## config.mk

```make
export PLATFORM = sky130hd
export DESIGN_NAME = dcc_ctrl
export DESIGN_NICKNAME = d
export VERILOG_FILES = /design/src/rtl/dcc_pkg.sv /design/src/rtl/dcc_ctrl.sv
export SDC_FILE = /design/constraint.sdc
export NUM_CORES = 1
export LEC_CHECK = 0
export BUFFER_PORTS_ARGS = -buffer_cell sky130_fd_sc_hd__buf_4
export CORE_AREA = 10 10 47 49
export DETAILED_ROUTE_END_ITERATION = 7
export DIE_AREA = 0 0 57 59
export GPL_TIMING_DRIVEN = 0
export SLEW_MARGIN = 20
export SYNTH_ARGS = -nofsm -noshare
export SYNTH_HDL_FRONTEND = slang
export SYNTH_SLANG_ARGS = --single-unit
```

## constraint.sdc

```tcl
create_clock -name clock -period 2.4 [get_ports clock]
set_input_delay 0 -clock clock [delete_from_list [all_inputs] [get_ports clock]]
set_output_delay 0 -clock clock [all_outputs]
set_load 0.005 [all_outputs]
```

## src/rtl/dcc_pkg.sv

```systemverilog
// Shared constants and controller/datapath interface types for the duplicate column classifier.
package dcc_pkg;

   localparam int DCC_MAX_CLASSES      = 256;
   localparam int DCC_MAX_ATTRIBUTES   = 1024;
   localparam int DCC_WORDS_PER_COLUMN = 4;

   localparam int CLASS_ID_W = 8;
   localparam int REP_ATTR_W = 10;
   localparam int WORD_W     = 64;

   typedef struct packed {
      logic take;
      logic step_word;
      logic skip_class;
      logic hit;
      logic open_class;
      logic miss_full;
      logic wr_word;
      logic commit;
   } cmd_type;

   typedef struct packed {
      logic col_end;
      logic scan_done;
      logic word_match;
      logic last_pos;
      logic table_full;
      logic out_free;
   } sts_type;

endpackage

```

## src/rtl/dcc_ctrl.sv

```systemverilog
// Controller state machine: request intake, class table scan, class opening and result hand-off.
module dcc_ctrl (
   input  logic             clock,
   input  logic             reset,
   input  logic             req_valid,
   output logic             req_stall,
   input  dcc_pkg::sts_type sts,
   output dcc_pkg::cmd_type cmd
);

   typedef enum logic [2:0] {
      ST_IDLE,
      ST_RD,
      ST_CMP,
      ST_WR,
      ST_FIN
   } state_type;

   state_type state_ff;
   state_type state_in;

   always_comb begin
      cmd       = '0;
      state_in  = state_ff;
      req_stall = (state_ff != ST_IDLE);
      unique case (state_ff)
         ST_IDLE: begin
            cmd.take = req_valid;
            if (req_valid && sts.col_end) begin
               state_in = ST_RD;
            end
         end
         ST_RD: begin
            if (sts.scan_done) begin
               if (sts.table_full) begin
                  cmd.miss_full = 1'b1;
                  state_in      = ST_FIN;
               end else begin
                  cmd.open_class = 1'b1;
                  state_in       = ST_WR;
               end
            end else begin
               state_in = ST_CMP;
            end
         end
         ST_CMP: begin
            priority if (!sts.word_match) begin
               cmd.skip_class = 1'b1;
               state_in       = ST_RD;
            end else if (sts.last_pos) begin
               cmd.hit  = 1'b1;
               state_in = ST_FIN;
            end else begin
               cmd.step_word = 1'b1;
               state_in      = ST_RD;
            end
         end
         ST_WR: begin
            cmd.wr_word = 1'b1;
            if (sts.last_pos) begin
               state_in = ST_FIN;
            end
         end
         ST_FIN: begin
            if (sts.out_free) begin
               cmd.commit = 1'b1;
               state_in   = ST_IDLE;
            end
         end
         default: begin
            state_in = ST_IDLE;
         end
      endcase
   end

   always_ff @(posedge clock) begin
      if (reset) begin
         state_ff <= ST_IDLE;
      end else begin
         state_ff <= state_in;
      end
   end

endmodule

```

# After elaboration in Yosys (flattened, before gate mapping)
# Index checks and enable logic that the tools add are counted.
[classes]
addsub = 0
mul = 0
div_mod_pow = 0
order_cmp = 0
eq_ne = 7
n_shift = 0
n_mux = 22
bitwise = 0
reduce_logical = 4
[op_table]
columns = ["op", "count"]
rows = [
  ["$mux W3", 8],
  ["$pmux W3 S5", 1],
  ["$mux W1", 11],
  ["$eq A3 B2 Y1 const B", 2],
  ["$ne A2 B2 Y1 const B", 3],
  ["$mux W2", 2],
  ["$eq A3 B1 Y1 const B", 1],
  ["$eq A3 B3 Y1 const B", 1],
  ["$logic_not A3 Y1", 1],
  ["$reduce_and A3 Y1", 1],
  ["$reduce_bool A3 Y1", 1],
  ["$logic_and A1 B1 Y1", 1],
]
[totals]
ff_bits = 3
latch_bits = 0
ram_bits = 0
mem_bits_ro = 0
in_bits = 9
elab_cells = 34
memories = 0

# Longest topological paths before layout
[depth]
depth_word = 3
mapped_depth = 5
depth_no_buf = 4

# Worst setup path before layout
# OpenSTA, ideal clock, no wires.
[synth_timing]
path_kind = "register to register"
start = "reg state_ff[0]"
end = "reg state_ff[2]"
arrival_ns = 1.111
t_required_ns = 2.283
slack_ns = 1.171
path_stages_with_launch = 6
n_path_buf = 1
synth_period_minus_slack_ns = 1.229
cell_sequence = "dfxtp_1 > buf_2 > nor3b_2 > and3_4 > or2_1 > a32o_1"
[synth_via]
elab_chain_cells = 3
elab_cells_between_ends = 10
cone_classes = "eq/ne (7); mux (1); reduce/logical (2)"
[synth_rtl]
columns = ["item", "line_no", "text"]
rows = [
  ["from (decl)", "dcc_ctrl.sv:19", "state_type state_ff;"],
  ["from (signal assigned)", "dcc_ctrl.sv:80", "state_ff <= state_in;"],
  ["$eq A3 B2 Y1, or another cell as far along", "dcc_ctrl.sv:26", "unique case (state_ff)"],
  ["$ne A2 B2 Y1 (no source line)", "--", ""],
  ["$reduce_and A3 Y1 (no source line)", "--", ""],
]
# Parallel ways exist; a longest one is shown, timed or not.
# A chain may end at the register's enable or synchronous reset.

==> metrics.md <==
| Metric | Value |
|---|---|
| Routed Antenna Nets | `0` |
| Antenna cells | `0` |
| RSZ-0062 raised after global routing | `no` |
| Nets | `71` |
| RR Endpoint | `state_ff[2]$_SDFFE_PP0P_` |
| Reg clk slew, reported paths | `0.04 ns` |
| Setup bufs post-CTS | `0` |
| Crit end category | `primary output` |
| Worst Setup EP | `cmd[7]` |
| First-pass GRT wire length | `1524 µm` |
| Fin crit period | `1.333 ns` |
| FF+latch count, synth | `3` |
| Largest net degree at the start of global routing | `11` |
| H-tree depth | `1` |
| Die Footprint | `3363 µm²` |
| Mapped Nets | `48` |
| Hpwl dp | `713.5 µm` |
| Flop-to-flop setup slack | `1.10 ns` |
| CTS root buf | `clkbuf_4` |
| Filler instances | `173` |
| Clk buf depth | `2` |
| Max cap viols | `0` |
| Unique cell type count in the Yosys netlist | `23` |
| Seq. cell area | `60.06 µm²` |
| IO Pins | `18` |
| GRT Util Overall | `5.459%` |
| Wl on met1 | `404 µm` |
| DR pass1 iterations | `4` |
| CTS tree | `built` |
| Max reg flops | `3` |
| Port bufs | `17` |
| Skew-Pair Late Insertion Delay | `0.23 ns` |
| Uppermost layer routed | `met3` |
| Max Slew Vio Count | `0` |
| Met2 WL | `356 µm` |
| # DRC | `0` |
| Fmax achieved | `750.5 MHz` |
| Clock skew | `0.0002893 ns` |
| Die height | `59 µm` |
| Core area | `1401 µm²` |
| Share of cells above drive strength 1 | `39.34%` |
| Drt total wl | `869 µm` |
| CTS-repair resized insts | `0` |
| Iter 0 DRT Violations | `4` |
| Leakage | `0.2273 nW` |
| Routed vias/inst | `4.403` |
| Crit path kind | `reg2out` |
| Cells after Synth | `39` |
| Max VDD drop | `176.9 µV` |
| Slew HR | `83.09%` |
| Rows | `14` |
| Chip width | `57 µm` |
| Crit start category | `flop` |
| Synth Area per Inst | `6.801 µm²` |
| Total congestion overflow | `0` |
| Worst Path Arrival | `1.33 ns` |
| Num CTS Buffers | `3` |
| Status | `finished, final reports clean` |
| Largest register by flop count | `state_ff` |
| Setup crit start | `state_ff[2]$_SDFFE_PP0P_` |
| Multi-input gate area | `183.9 µm²` |
| HP Class | `in2reg` |
| Crit-path max FO | `10` |
| Final setup TNS | `0 ns` |
| Top flop regs | `state_ff x3` |
| Crit share post-route | `55.52%` |
| Power per cell area | `481.7 nW/µm²` |
| Cell Area, Synth | `265.3 µm²` |
| FF-to-FF Start | `state_ff[0]$_SDFFE_PP0P_` |
| Area growth, synth to finish | `69.34%` |
| Sequential cell area fraction in the yosys report | `22.64%` |
| Starting Density | `18.93%` |
| Via count | `339` |
| Post-CTS Hold Fix Bufs | `1` |
| Worst Tran Pin Value | `0.2501 ns` |
| Ys Warns | `0` |
| Initial antenna violation count | `0` |
| CTS Sinks | `3` |
| Hold Vio Cnt, Final | `0` |
| Worst r2r path cells | `5` |
| Vias in the first global route | `358` |
| Pwr Total | `0.2164 mW` |
| WL met3 | `108 µm` |
| WL per Instance | `11.29 µm` |
| GPL Wtd Cong | `0.7179` |
| Final setup viols | `0` |
| Worst EP required | `2.40 ns` |
power breakdown:
part / switching, mW / internal [mW] / leakage [nW]
clock network: 0.0254 / 0.0623 / 0.0150
logic: 0.0334 / 0.0380 / 0.188
registers: 0.00289 / 0.0544 / 0.0245
layout make-up:
type                            count  share of cell area, %
Tap cell                           16                  4.457
Clock buffer                        4                  5.850
Timing Repair Buffer               18                  30.64
Inverter                            3                  2.507
Multi-Input combinational cell     31                  40.95
Sequential cell                     3                  13.37
Buffer                              2                  2.228
metrics by stage:
step / utilization [%] / instances / cell area, µm² / hold slack [ns] / setup slack [ns]
finish: 32.05 / 77 / 449.2 / 0.1339 / 1.067
floorplan: - / 39 / 265.3 / 0.03023 / 1.171
global route: 32.05 / 77 / 449.2 / 0.1511 / 0.9625
detailed placement: 29.46 / 72 / 412.9 / 0.2050 / 1.097
global placement: 29.46 / 72 / 412.9 / 0.2041 / 1.098
CTS: 32.05 / 77 / 449.2 / 0.1319 / 1.048
cells by family after synthesis:
family          count (synthesis)  synth area share, %
buf+inv                         5                8.019
flops                           3                22.64
simple gates                   24                51.89
compound gates                  7                17.45
metal layers:
metal  global-route usage, %  up-vias
met5                       0        -
met4                   3.020        0
met3                   3.004        0
met2                   7.597       17
met1                   6.459      143
li1                        -      179
Yosys cell counts:
library cell	number	share of area [%]
nor2_1	8	11
dfxtp_1	3	23
inv_1	3	4.2
nand2_1	3	4.2
buf_2	2	3.8
nor2b_1	2	4.7
o21ai_0	2	3.8
a211oi_1	1	2.8
a21oi_1	1	1.9
a31oi_1	1	2.4
a32o_1	1	3.8
and2_1	1	2.4
and3_1	1	2.4
and3_4	1	4.2
and3b_1	1	3.3
nand3_1	1	1.9
nor3_1	1	1.9
nor3b_1	1	2.8
nor3b_2	1	4.7
nor4b_1	1	3.3
o211ai_1	1	2.8
or2_1	1	2.4
or3_1	1	2.4
cell usage in the layout (no fill, tap or decap), drive strengths merged:
| cell | n |
|---|---|
| buf | 19 |
| nor2 | 8 |
| clkbuf | 4 |
| inv | 3 |
| nand2 | 3 |
| dfxtp | 3 |
| nor2b | 2 |
| o21ai | 2 |
| nor3b | 2 |
| and3 | 2 |
| and3b | 1 |
| nand3 | 1 |
| or3 | 1 |
| o211ai | 1 |
| a31oi | 1 |
| nor3 | 1 |
| a21oi | 1 |
| nor4b | 1 |
| or2 | 1 |
| a211oi | 1 |
| and2 | 1 |
| a32o | 1 |
| dlygate4sd3 | 1 |
worst min path at each step:
stage | cells past startpoint | slack, ns | start | end
after CTS | 3 | 0.13 | sts[0] | state_ff[2]$_SDFFE_PP0P_
after global placement | 2 | 0.20 | reset | state_ff[0]$_SDFFE_PP0P_
after floorplan | 1 | 0.03 | sts[3] | cmd[5]
final | 3 | 0.13 | sts[0] | state_ff[2]$_SDFFE_PP0P_
after detailed placement | 2 | 0.21 | reset | state_ff[0]$_SDFFE_PP0P_
after global routing | 3 | 0.15 | sts[0] | state_ff[2]$_SDFFE_PP0P_
critical path: stages, from the launching register on:
cell,delay [ns]
dfxtp_1,0.32
buf_2,0.17
or3_1,0.39
nor2_1,0.10
buf_4,0.11
(Power assumes the default switching activity.)
